## src/hw/rtl/zte_pkg.sv

```systemverilog
// zte_pkg: shared types and constants for the z-character text encoder
// no dependencies; used by the interfaces, the packer and the top level
package zte_pkg;

  localparam logic [1:0] ACT_LOAD   = 2'd0;
  localparam logic [1:0] ACT_ENCODE = 2'd1;
  localparam logic [1:0] ACT_FINISH = 2'd2;
  localparam logic [1:0] ACT_NOP    = 2'd3;

  localparam int unsigned TABLE_DEPTH = 256;
  localparam int unsigned POS_W       = 7;
  localparam int unsigned CHAR_W      = 8;
  localparam int unsigned TEXT_W      = 48;
  localparam int unsigned COUNT_W     = 4;
  localparam int unsigned VER_W       = 4;

  localparam logic [POS_W-1:0] POS_ABSENT = 7'd127;
  localparam logic [POS_W-1:0] ALPHA_SIZE = 7'd78;
  localparam logic [POS_W-1:0] ROW_LEN    = 7'd26;

  localparam logic [4:0] ZC_PAD  = 5'd5;
  localparam logic [4:0] ZC_BASE = 5'd6;

  localparam logic [VER_W-1:0] VER_RESET = 4'd5;

  // config register indexes
  localparam logic REG_VERSION = 1'b0;

  // bit offset of each z-character slot within the 48-bit text word
  localparam int unsigned NUM_SLOTS = 9;
  localparam logic [5:0] ZC_SHIFT [NUM_SLOTS] = '{
    6'd42, 6'd37, 6'd32, 6'd26, 6'd21, 6'd16, 6'd10, 6'd5, 6'd0
  };

  // end-bit positions in the 48-bit text word
  localparam int unsigned END_BIT_SHORT = 31;
  localparam int unsigned END_BIT_LONG  = 15;

  typedef struct packed {
    logic [1:0]        action;
    logic [CHAR_W-1:0] char_code;
    logic [POS_W-1:0]  pos;
  } zte_item_t;

endpackage

```

## src/hw/rtl/zte_in_if.sv

```systemverilog
// zte_in_if: input channel carrying one command transaction
// depends on zte_pkg for field widths
interface zte_in_if import zte_pkg::*; ();
  logic              valid;
  logic              ready;
  logic [1:0]        action;
  logic [CHAR_W-1:0] char_code;
  logic [POS_W-1:0]  table_pos;

  modport source (output valid, action, char_code, table_pos, input ready);
  modport sink (input valid, action, char_code, table_pos, output ready);
endinterface

```

## src/hw/rtl/zte_out_if.sv

```systemverilog
// zte_out_if: output channel carrying one encoded text transaction
// depends on zte_pkg for field widths
interface zte_out_if import zte_pkg::*; ();
  logic              valid;
  logic              ready;
  logic [TEXT_W-1:0] encoded_text;

  modport source (output valid, encoded_text, input ready);
  modport sink (input valid, encoded_text, output ready);
endinterface

```

## src/hw/rtl/zte_ram.sv

```systemverilog
// zte_ram: generic single-write, single-read RAM with registered read data
// no dependencies
module zte_ram #(
  parameter int unsigned WIDTH = 8,
  parameter int unsigned DEPTH = 256
) (
  input  logic                     clk,
  input  logic                     we,
  input  logic [$clog2(DEPTH)-1:0] waddr,
  input  logic [WIDTH-1:0]         wdata,
  input  logic                     re,
  input  logic [$clog2(DEPTH)-1:0] raddr,
  output logic [WIDTH-1:0]         rdata
);

  logic [WIDTH-1:0] mem [DEPTH];

  always_ff @(posedge clk) begin
    if (we) begin
      mem[waddr] <= wdata;
    end
    if (re) begin
      rdata <= mem[raddr];
    end
  end

endmodule

```

## src/hw/rtl/zte_packer.sv

```systemverilog
// zte_packer: builds the z-character string and forms the finished text word
// depends on zte_pkg
module zte_packer import zte_pkg::*; (
  input  logic              clk,
  input  logic              rst,
  input  logic              advance,
  input  zte_item_t         item,
  input  logic [VER_W-1:0]  version,
  output logic [TEXT_W-1:0] text,
  output logic [COUNT_W-1:0] count
);

  logic [TEXT_W-1:0]  buffer;
  logic [TEXT_W-1:0]  buffer_next;
  logic [COUNT_W-1:0] count_next;

  logic              short_fmt;
  logic [4:0]        shift_base;
  logic [COUNT_W-1:0] limit;
  logic              in_alpha;
  logic [1:0]        row;
  logic [POS_W-1:0]  col;
  logic [4:0]        zs [4];
  logic [2:0]        nz;
  logic [TEXT_W-1:0] placed;
  logic [TEXT_W-1:0] padded;
  logic [3:0]        j;

  assign short_fmt  = (version <= 4'd3);
  assign shift_base = (version <= 4'd2) ? 5'd1 : 5'd3;
  assign limit      = short_fmt ? 4'd6 : 4'd9;
  assign in_alpha   = (item.pos < ALPHA_SIZE);

  always_comb begin
    if (item.pos >= 7'(2 * ROW_LEN)) begin
      row = 2'd2;
      col = item.pos - 7'(2 * ROW_LEN);
    end else if (item.pos >= ROW_LEN) begin
      row = 2'd1;
      col = item.pos - ROW_LEN;
    end else begin
      row = 2'd0;
      col = item.pos;
    end
  end

  // up to four z-characters for one input character
  always_comb begin
    zs[0] = '0;
    zs[1] = '0;
    zs[2] = '0;
    zs[3] = '0;
    if (in_alpha) begin
      if (row != 2'd0) begin
        zs[0] = shift_base + 5'(row);
        zs[1] = col[4:0] + ZC_BASE;
        nz    = 3'd2;
      end else begin
        zs[0] = col[4:0] + ZC_BASE;
        nz    = 3'd1;
      end
    end else begin
      // escape form: shift, escape code, then the character in two pieces
      zs[0] = shift_base + 5'd2;
      zs[1] = ZC_BASE;
      zs[2] = 5'(item.char_code[7:5]);
      zs[3] = item.char_code[4:0];
      nz    = 3'd4;
    end
  end

  // slots beyond the ninth fall outside the text word and are dropped
  always_comb begin
    placed = buffer;
    padded = buffer;
    for (int i = 0; i < NUM_SLOTS; i++) begin
      j = 4'(i) - count;
      if (4'(i) >= count && j < 4'(nz)) begin
        placed = placed | (TEXT_W'(zs[j[1:0]]) << ZC_SHIFT[i]);
      end
      if (4'(i) >= count && 4'(i) < limit) begin
        padded = padded | (TEXT_W'(ZC_PAD) << ZC_SHIFT[i]);
      end
    end
    if (short_fmt) begin
      padded[END_BIT_SHORT] = 1'b1;
    end else begin
      padded[END_BIT_LONG] = 1'b1;
    end
  end

  assign text = padded;

  always_comb begin
    buffer_next = buffer;
    count_next  = count;
    if (advance) begin
      case (item.action)
        ACT_ENCODE: begin
          if (count < limit) begin
            buffer_next = placed;
            count_next  = count + 4'(nz);
          end
        end
        ACT_FINISH: begin
          buffer_next = '0;
          count_next  = '0;
        end
        default: begin
        end
      endcase
    end
  end

  always_ff @(posedge clk) begin
    if (rst) begin
      buffer <= '0;
      count  <= '0;
    end else begin
      buffer <= buffer_next;
      count  <= count_next;
    end
  end

endmodule

```

## src/hw/rtl/zchar_text_encoder.sv

```systemverilog
// zchar_text_encoder: top level; alphabet table, input stage, packer, output register
// depends on zte_pkg, zte_in_if, zte_out_if, zte_ram, zte_packer
//
//  channel  | dir | payload                          | transaction
//  in_ch    | in  | action, char_code, table_pos     | valid && ready
//  out_ch   | out | encoded_text                     | valid && ready
//  apb      | in  | machine_version at byte addr 0   | psel && penable && pwrite
//
// one item per cycle unless a finish is blocked: an item is accepted, then the
// table read and the packing happen in the following cycle; a finish's text is
// held in the output register; the alphabet table is a 256x7 RAM; per-entry valid
// bits give the absent value after reset with no clearing pass
// a finish waits in the input stage only while the output register is held by
// the sink; loads and encodes never stall
module zchar_text_encoder import zte_pkg::*; (
  input  logic        clk,
  input  logic        rst,
  zte_in_if.sink      in_ch,
  zte_out_if.source   out_ch,
  input  logic        psel,
  input  logic        penable,
  input  logic        pwrite,
  input  logic [2:0]  paddr,
  input  logic [31:0] pwdata,
  output logic [31:0] prdata,
  output logic        pready
);

  logic [VER_W-1:0] version;

  logic              in_take;
  logic              s1_valid;
  logic              s1_adv;
  logic [1:0]        s1_action;
  logic [CHAR_W-1:0] s1_char;
  logic              s1_pos_valid;
  logic [POS_W-1:0]  ram_rdata;
  zte_item_t         s1_item;

  logic [TABLE_DEPTH-1:0] pos_valid;

  logic              out_valid;
  logic              out_free;
  logic [TEXT_W-1:0] out_text;
  logic [TEXT_W-1:0] fin_text;
  logic [COUNT_W-1:0] zc_count;

  // configuration port
  assign pready = 1'b1;
  assign prdata = (paddr[2] == REG_VERSION) ? 32'(version) : 32'd0;

  always_ff @(posedge clk) begin
    if (rst) begin
      version <= VER_RESET;
    end else if (psel && penable && pwrite && paddr[2] == REG_VERSION) begin
      version <= pwdata[VER_W-1:0];
    end
  end

  // handshake
  assign out_free    = !out_valid || out_ch.ready;
  assign s1_adv      = s1_valid && (s1_action != ACT_FINISH || out_free);
  assign in_ch.ready = !s1_valid || s1_adv;
  assign in_take     = in_ch.valid && in_ch.ready;

  // alphabet table; loads write at accept, so a later read sees them
  zte_ram #(
    .WIDTH(POS_W),
    .DEPTH(TABLE_DEPTH)
  ) u_table (
    .clk  (clk),
    .we   (in_take && in_ch.action == ACT_LOAD),
    .waddr(in_ch.char_code),
    .wdata(in_ch.table_pos),
    .re   (in_take),
    .raddr(in_ch.char_code),
    .rdata(ram_rdata)
  );

  always_ff @(posedge clk) begin
    if (rst) begin
      pos_valid <= '0;
    end else if (in_take && in_ch.action == ACT_LOAD) begin
      pos_valid[in_ch.char_code] <= 1'b1;
    end
  end

  // input stage
  always_ff @(posedge clk) begin
    if (rst) begin
      s1_valid <= 1'b0;
    end else if (in_ch.ready) begin
      s1_valid <= in_ch.valid;
    end
  end

  always_ff @(posedge clk) begin
    if (in_take) begin
      s1_action    <= in_ch.action;
      s1_char      <= in_ch.char_code;
      s1_pos_valid <= pos_valid[in_ch.char_code];
    end
  end

  assign s1_item.action    = s1_action;
  assign s1_item.char_code = s1_char;
  assign s1_item.pos       = s1_pos_valid ? ram_rdata : POS_ABSENT;

  zte_packer u_packer (
    .clk    (clk),
    .rst    (rst),
    .advance(s1_adv),
    .item   (s1_item),
    .version(version),
    .text   (fin_text),
    .count  (zc_count)
  );

  // output register
  always_ff @(posedge clk) begin
    if (rst) begin
      out_valid <= 1'b0;
    end else if (s1_adv && s1_action == ACT_FINISH) begin
      out_valid <= 1'b1;
    end else if (out_ch.ready) begin
      out_valid <= 1'b0;
    end
  end

  always_ff @(posedge clk) begin
    if (s1_adv && s1_action == ACT_FINISH) begin
      out_text <= fin_text;
    end
  end

  assign out_ch.valid        = out_valid;
  assign out_ch.encoded_text = out_text;

  // at most one full character past the limit of nine
  a_count_bound: assert property (@(posedge clk) disable iff (rst)
    zc_count <= 4'd12)
    else $error("z-character count out of range");

  // input stalls only behind a finish blocked by a held output
  a_stall_cause: assert property (@(posedge clk) disable iff (rst)
    !in_ch.ready |-> (s1_valid && s1_action == ACT_FINISH && out_valid && !out_ch.ready))
    else $error("input stalled without a blocked finish");

  // a finish that moves on leaves an empty string behind and loads the output
  a_finish_clears: assert property (@(posedge clk) disable iff (rst)
    (s1_adv && s1_action == ACT_FINISH) |=> (zc_count == '0 && out_valid))
    else $error("finish did not clear the string or load the output");

  // new output only from a finish
  a_out_source: assert property (@(posedge clk) disable iff (rst)
    $rose(out_valid) |-> $past(s1_adv && s1_action == ACT_FINISH))
    else $error("output raised without a finish");

endmodule

```

## src/flat_wrapper.sv

```systemverilog
// flat-port wrapper written by rule: the top's interface ports become plain ports
module zchar_text_encoder_flat import zte_pkg::*;
  (clk, rst, psel, penable, pwrite, paddr, pwdata, prdata, pready, in_ch_valid, in_ch_action, in_ch_char_code, in_ch_table_pos, in_ch_ready, out_ch_valid, out_ch_encoded_text, out_ch_ready);
  zte_in_if in_ch_i ();
  zte_out_if out_ch_i ();
  input  logic clk;
  input  logic rst;
  input  logic psel;
  input  logic penable;
  input  logic pwrite;
  input  logic [2:0] paddr;
  input  logic [31:0] pwdata;
  output logic [31:0] prdata;
  output logic pready;
  input wire logic [$bits(in_ch_i.valid)-1:0] in_ch_valid;
  input wire logic [$bits(in_ch_i.action)-1:0] in_ch_action;
  input wire logic [$bits(in_ch_i.char_code)-1:0] in_ch_char_code;
  input wire logic [$bits(in_ch_i.table_pos)-1:0] in_ch_table_pos;
  output wire logic [$bits(in_ch_i.ready)-1:0] in_ch_ready;
  output wire logic [$bits(out_ch_i.valid)-1:0] out_ch_valid;
  output wire logic [$bits(out_ch_i.encoded_text)-1:0] out_ch_encoded_text;
  input wire logic [$bits(out_ch_i.ready)-1:0] out_ch_ready;
  assign in_ch_i.valid = in_ch_valid;
  assign in_ch_i.action = in_ch_action;
  assign in_ch_i.char_code = in_ch_char_code;
  assign in_ch_i.table_pos = in_ch_table_pos;
  assign in_ch_ready = in_ch_i.ready;
  assign out_ch_valid = out_ch_i.valid;
  assign out_ch_encoded_text = out_ch_i.encoded_text;
  assign out_ch_i.ready = out_ch_ready;
  zchar_text_encoder u_core (.clk(clk), .rst(rst), .in_ch(in_ch_i), .out_ch(out_ch_i), .psel(psel), .penable(penable), .pwrite(pwrite), .paddr(paddr), .pwdata(pwdata), .prdata(prdata), .pready(pready));
endmodule
```

## config.mk

```make
export PLATFORM = sky130hd
export DESIGN_NAME = zchar_text_encoder_flat
export DESIGN_NICKNAME = d
export VERILOG_FILES = /design/src/hw/rtl/zte_pkg.sv /design/src/hw/rtl/zte_in_if.sv /design/src/hw/rtl/zte_out_if.sv /design/src/hw/rtl/zte_ram.sv /design/src/hw/rtl/zte_packer.sv /design/src/hw/rtl/zchar_text_encoder.sv /design/src/flat_wrapper.sv
export SDC_FILE = /design/constraint.sdc
export NUM_CORES = 2
export LEC_CHECK = 0
export BUFFER_PORTS_ARGS = -buffer_cell sky130_fd_sc_hd__buf_2
export CAP_MARGIN = 25
export CORE_AREA = 2 2 396 398
export CTS_CLUSTER_SIZE = 30
export DETAILED_ROUTE_END_ITERATION = 7
export DIE_AREA = 0 0 398 400
export MAX_ROUTING_LAYER = met4
export PLACE_DENSITY = 0.73
export SYNTH_ARGS = -nofsm -noshare
export SYNTH_HDL_FRONTEND = slang
export SYNTH_SLANG_ARGS = --single-unit
```

## constraint.sdc

```tcl
create_clock -name clk -period 8.5 [get_ports clk]
set_clock_uncertainty 0.2 [all_clocks]
set_input_delay 1.7 -clock clk [delete_from_list [all_inputs] [get_ports clk]]
set_output_delay 1.7 -clock clk [all_outputs]
set_load 0.05 [all_outputs]
```

# After elaboration in Yosys (flattened, before gate mapping)
# Memories as Yosys holds them, arrays and structs flattened. A register that Yosys moved wholly into a read port is not among the register bits.
# Cells that the tools add are included.
[classes]
add_sub_neg = 15
mul = 0
div_mod_pow = 0
magnitude_cmp = 44
n_eq_ne = 4
shift = 0
mux = 70
bitwise_logic = 20
n_reduce_logical = 36
[ops]
columns = ["cell", "count"]
rows = [
  ["48-bit two-way mux", 10],
  ["256-bit OR", 1],
  ["5-bit two-way mux", 22],
  ["48-bit one-hot mux with 2 select lines", 1],
  ["5-bit binary-select mux with 2-bit select", 9],
  ["48-bit by 10-bit OR with 48-bit output", 1],
  ["48-bit by 15-bit OR with 48-bit output", 1],
  ["48-bit by 21-bit OR with 48-bit output", 1],
  ["48-bit by 26-bit OR with 48-bit output", 1],
  ["48-bit by 31-bit OR with 48-bit output", 1],
  ["48-bit by 37-bit OR with 48-bit output", 1],
  ["48-bit by 42-bit OR with 48-bit output", 1],
  ["48-bit by 47-bit OR with 48-bit output", 1],
  ["48-bit by 5-bit OR with 48-bit output", 1],
  ["45-bit two-way mux", 1],
  ["40-bit two-way mux", 1],
  ["4-bit by 3-bit < comparator with 1-bit output", 9],
  ["35-bit two-way mux", 1],
  ["29-bit two-way mux", 1],
  ["3-bit greater-or-equal comparator, second input constant", 9],
  ["2-bit inverter with 3-bit output", 9],
  ["1-bit logical AND", 26],
  ["24-bit two-way mux", 1],
  ["19-bit two-way mux", 1],
  ["other kinds (44)", 78],
]
[totals]
reg_bits = 373
latchBits = 0
ram_bits = 1792
rom_bits = 0
in_bits = 59
out_inout_bits = 83
wordCells = 203
mem_count = 1
[memory_table]
columns = ["memory", "depth", "word_bits", "read_ports", "rd_ports_with_merged_regs", "wr", "line", "rtl"]
rows = [
  ["u_core.u_table.mem", 256, 7, 1, 1, 1, "zte_ram.sv:16", "logic [WIDTH-1:0] mem [DEPTH];"],
]

# Longest topological paths before layout
[logic_depth]
word_depth = 30
depth_mapped = 15

# By module
# A second synthesis with hierarchy kept.
[hier_totals]
hier_cells = 5077
hier_area_um2 = 86570.5
[by_module_without_submodules]
columns = ["mod", "n_inst", "cells_each", "area_each_um2"]
rows = [
  ["zte_ram", 1, 3381, 70267.4],
  ["zchar_text_encoder", 1, 1173, 12214.2],
  ["zte_packer", 1, 523, 4088.9],
]

# Worst setup path before layout
# No wires, ideal clock.
[synth_timing]
path_type = "input port to flip-flop"
start = "input port out_ch_ready"
end = "memory u_core.u_table.mem[136][0] (netlist bit) (enable)"
setup_time_ns = 0.368
arrival_time_ns = 4.417
setup_slack_ns = 3.515
path_stages = 7
path_buffers = 2
cell_sequence = "nand4b_1 > and2_1 > nor3b_1 > clkbuf_1 > nand2_1 > clkbuf_1 > nor2_1"
[synth_via]
elab_chain_cells = 8
[synth_rtl]
columns = ["item", "line", "rtl"]
rows = [
  ["start, declared", "flat_wrapper.sv:22", "input wire logic [$bits(out_ch_i.ready)-1:0] out_ch_ready;"],
  ["1-bit logical OR", "zchar_text_encoder.sv:61", "assign out_free = !out_valid || out_ch.ready;"],
  ["1-bit logical OR", "zchar_text_encoder.sv:62", "assign s1_adv = s1_valid && (s1_action != ACT_FINISH || out_free);"],
  ["1-bit logical AND", "zchar_text_encoder.sv:62", ""],
  ["1-bit logical OR", "zchar_text_encoder.sv:63", "assign in_ch.ready = !s1_valid || s1_adv;"],
  ["1-bit logical AND", "zchar_text_encoder.sv:64", "assign in_take = in_ch.valid && in_ch.ready;"],
  ["net u_core.in_take", "zchar_text_encoder.sv:31", "logic in_take;"],
  ["1-bit logical AND", "zchar_text_encoder.sv:72", ".we (in_take && in_ch.action == ACT_LOAD),"],
  ["1-bit two-way mux", "zte_ram.sv:19", "if (we) begin"],
  ["1-bit two-way mux (implied by the code)", "zte_ram.sv:20", "mem[waddr] <= wdata;"],
  ["end, declared", "zte_ram.sv:16", ""],
]
# The timed path passes the listed nets, and every way through them passes these cells.

# Worst setup path after layout
[layout_timing]
start = "input port in_ch_char_code[0]"
end = "register u_core.s1_pos_valid, data pin"
[layout_via]
elab_chain_cells = 2
[layout_rtl]
columns = ["item", "line", "rtl"]
rows = [
  ["start, declared", "flat_wrapper.sv:17", "input wire logic [$bits(in_ch_i.char_code)-1:0] in_ch_char_code;"],
  ["1-bit binary-select mux with 8-bit select", "zchar_text_encoder.sv:101", "s1_pos_valid <= pos_valid[in_ch.char_code];"],
  ["1-bit two-way mux (implied by the code)", "zchar_text_encoder.sv:101", ""],
  ["end signal, assigned", "zchar_text_encoder.sv:101", ""],
  ["end, declared", "zchar_text_encoder.sv:36", "logic s1_pos_valid;"],
]
# Every way passes these cells. The select of a mux whose other input is x is not followed.
# A chain may end at the register's enable or synchronous reset.

==> out/metrics.csv <==
metric;value;unit
outcome;finished clean;
multi-input logic area;21100;um2
hold crit path type;reg2reg;
Setup TNS;0;ns
CTS tree;yes;
Die W;398;um
DR vias;43971;
number of synthesized register bits;2168;
cell count of the worst reg-to-reg path;8;
Max Cap Viol;0;
register area share after synthesis;73.3;%
Setup CP Type;in2reg;
Synth top area share;65.9;%
Slew Viols, Final;0;
Starting Density;54.5;%
busiest grt layer;met2;
crit path max-delay cell type;buf_8;
synth top area cells;edfxtp_1, mux4_2, dfxtp_1;
WHS Path Cells;0;
Post-Syn Instances;4583;
DR DRC count;0;
clock power share;41.8;%
final instance count without filler cells;6968;
Final Hold Vio Count;0;
Synth Warn #;0;
GR Util met1;34.9;%
Worst-Skew Late Latency;0.85;ns
CP arrival;5.72;ns
Logic pwr share;5.1;%
met3 usage;6.26;%
Worst-Margin Slew;1.13;ns
DR vias/cell;6.31;
Final setup viols;0;
post-route minimum period;5.34;ns
Peak VDD IR;0.220;mV
Max transition margin;23.5;%
DP HPWL;125000;um
Yosys cell types;69;
vias in the first global route;43511;
first-pass GRT wire length;299000;um
gr usage total;26.9;%
Hold Buf Count CTS;0;
post-synthesis async set-or-reset flop share;0;%
Leak Pwr;30.1;nW
dominant cell by count in the synthesized netlist;edfxtp_1;
CTS clk-pin slew, worst paths;0.06;ns
Total Wirelength;206000;um
Worst EP required;8.87;ns
Final GP Congestion;0.961;
I/O Pins;142;
largest net degree at the start of global routing;150;
Clock H-tree levels;4;
maximum clock path buffer count;3;
most instantiated cells after synthesis;edfxtp_1, nor2_1, mux4_2;
worst-path maximum fanout;68;
Num Clock Sinks;2168;
Worst Setup End Kind;register;
Overflow after GRT;0;
Pint;17.0;mW
FF+latch area;62000;um2
Avg Cell Area, Syn;18.5;um2
Placed Instances;6566;
chip height;400;um
Core Footprint;155000;um2
Sequential Power Share;53.1;%
startpoint types;input port;
Post-synth top flop;edfxtp_1;
FP Rows;145;
critical-path cell list;buf_8 > buf_4 > mux4_2 > mux2i_1 > o22ai_1 > nor4_1 > nand4_1 > or4_1;
pwr dens;231;nW/um2
WL/cell;29.5;um
sw frac;21.8;%
Post-DRT Antenna Nets;0;
initial antenna violation count;3;
Fmax;187;MHz
largest area contributor in the netlist;edfxtp_1;
Final #Nets;4819;
drt pass-1 iters;7;
Post-CTS Resized;0;
unrepaired setup endpoints after global routing;no;
Post-Syn Area;84600;um2
CP max stage delay;0.62;ns
met2 GRT Util;41.5;%
Psw;4.76;mW
die footprint;159000;um2
Fillers;10763;
Setup Fix Bufs, Post-CTS;0;
total CTS buffers;208;
EDFF count, synth;1857;
Iter 0 DRT Violations;5872;
share of cells above drive strength 1;22.2;%
Area Overhead vs Synth;11.4;%
number of buffers added on ports;81;
Tcrit/Tclk final;62.9;%
Root Driver;clkbuf_16;
==> power by group through the flow <==
| stage | clock [mW] | sequential, mW | combinational (mW) |
|---|---|---|---|
| floorplan | 0 | 11.8 | 0.641 |
| global placement | 0 | 11.8 | 1.08 |
| detailed placement | 0 | 11.8 | 1.10 |
| CTS | 9.21 | 11.6 | 1.10 |
| global route | 9.62 | 11.6 | 1.16 |
| finish | 9.12 | 11.6 | 1.11 |
==> cells in the final DEF (no fill, tap or decap), types with 7 or more instances in the layout <==
master | netlist | layout
edfxtp_1 | 1857 | 1857
nor2_1 | 834 | 832
mux4_2 | 576 | 576
dfxtp_1 | 311 | 311
clkbuf_16 | 0 | 213
mux2i_1 | 97 | 97
nand2_1 | 96 | 96
a21oi_1 | 75 | 74
buf_4 | 58 | 74
buf_2 | 47 | 69
clkbuf_1 | 125 | 50
o22ai_1 | 41 | 41
o21ai_0 | 40 | 40
clkinv_1 | 2 | 37
clkinv_2 | 0 | 37
nor3_1 | 36 | 36
ha_1 | 34 | 34
a22oi_1 | 31 | 31
clkbuf_8 | 0 | 31
conb_1 | 2 | 30
inv_1 | 29 | 29
nand2b_1 | 25 | 25
a22o_1 | 21 | 21
nor2b_1 | 21 | 19
nand3_1 | 21 | 17
a31oi_1 | 15 | 15
buf_12 | 0 | 14
xnor2_1 | 11 | 11
or2_2 | 9 | 9
a221oi_1 | 9 | 9
bufinv_16 | 0 | 9
nor4_1 | 8 | 8
a211oi_1 | 7 | 7
or3_1 | 7 | 7
nand4_1 | 7 | 7
clkinv_16 | 0 | 7
==> worst paths after layout <==
path / start / endpoint / slack, ns
setup / recovery: in_ch_char_code[0] / u_core.s1_pos_valid / 3.16
hold / removal: u_core.u_packer.buffer[6] / u_core.out_ch.encoded_text[6] / 0.23
setup reg to reg: u_core.s1_action[1] / u_core.u_table.mem[65][5] / 4.09
hold reg to reg: u_core.u_packer.buffer[6] / u_core.out_ch.encoded_text[6] / 0.23
==> per-layer routing <==
metal / vias to the layer above / share of wire, % / wire length [um]
met4: 0 / 4.6 / 9550
met5: - / 0 / 0
met3: 482 / 10 / 20800
met2: 2422 / 48 / 98800
met1: 22717 / 37 / 76800
li1: 18350 / - / -
==> cell type report <==
class	instances	area share (%)
Antenna cell	6	0.0159
Tap cell	2058	2.73
Sequential cell	2168	65.8
Clock inverter	104	1.06
Timing Repair Buffer	176	1.61
Multi-Input combinational cell	2137	22.4
Clock buffer	287	6.21
Inverter	32	0.128
==> registers in the layout (all words and copies together), names as in the netlist <==
| name | cells |
|---|---|
| u_core.u_packer.count | 4 |
| u_core.s1_char | 8 |
| u_core.s1_valid | 1 |
| u_core.s1_action | 2 |
| u_core.version | 4 |
| u_core.u_packer.buffer | 45 |
| u_core.pos_valid | 256 |
| u_core.u_table.mem | 1792 |
| u_core.s1_pos_valid | 1 |
| u_core.out_ch.encoded_text | 47 |
| u_core.u_table.rdata | 7 |
| u_core.out_ch.valid | 1 |
==> cell families (layout without fill, tap and decap cells) <==
logic type	count (synthesis)	count (layout)	synth area share (%)
flip-flops	2168	2168	73.3
AND/OR/NAND/NOR	1087	1087	5.25
multiplexers	679	679	16.6
buffers and inverters	306	599	1.91
AO/OA/AOI/OAI	292	292	2.28
adder cells (fa/ha/maj)	37	37	0.574
XOR/XNOR	12	12	0.124
other	2	36	0.00888
==> metrics by stage <==
| step | setup WS [ns] | power [mW] | area, um2 | hold slack (ns) | utilization (%) |
|---|---|---|---|---|---|
| CTS | 3.30 | 21.9 | 94100 | 0.233 | 60.6 |
| global route | 3.14 | 22.4 | 94200 | 0.243 | 60.7 |
| global placement | 2.45 | 12.9 | 87100 | 0.224 | 56.2 |
| floorplan | 3.52 | 12.4 | 84700 | 0.209 | - |
| finish | 3.16 | 21.8 | 94200 | 0.232 | 60.7 |
| detailed placement | 2.42 | 12.9 | 87200 | 0.217 | 56.2 |
==> worst max-delay path: cells and delay by family <==
family,cells,cell delay [ns]
AO/OA/AOI/OAI,1,0.15
buffers and inverters,2,1.21
multiplexers,2,1.14
AND/OR/NAND/NOR,3,1.38
Power figures use the tool's default switching activity.
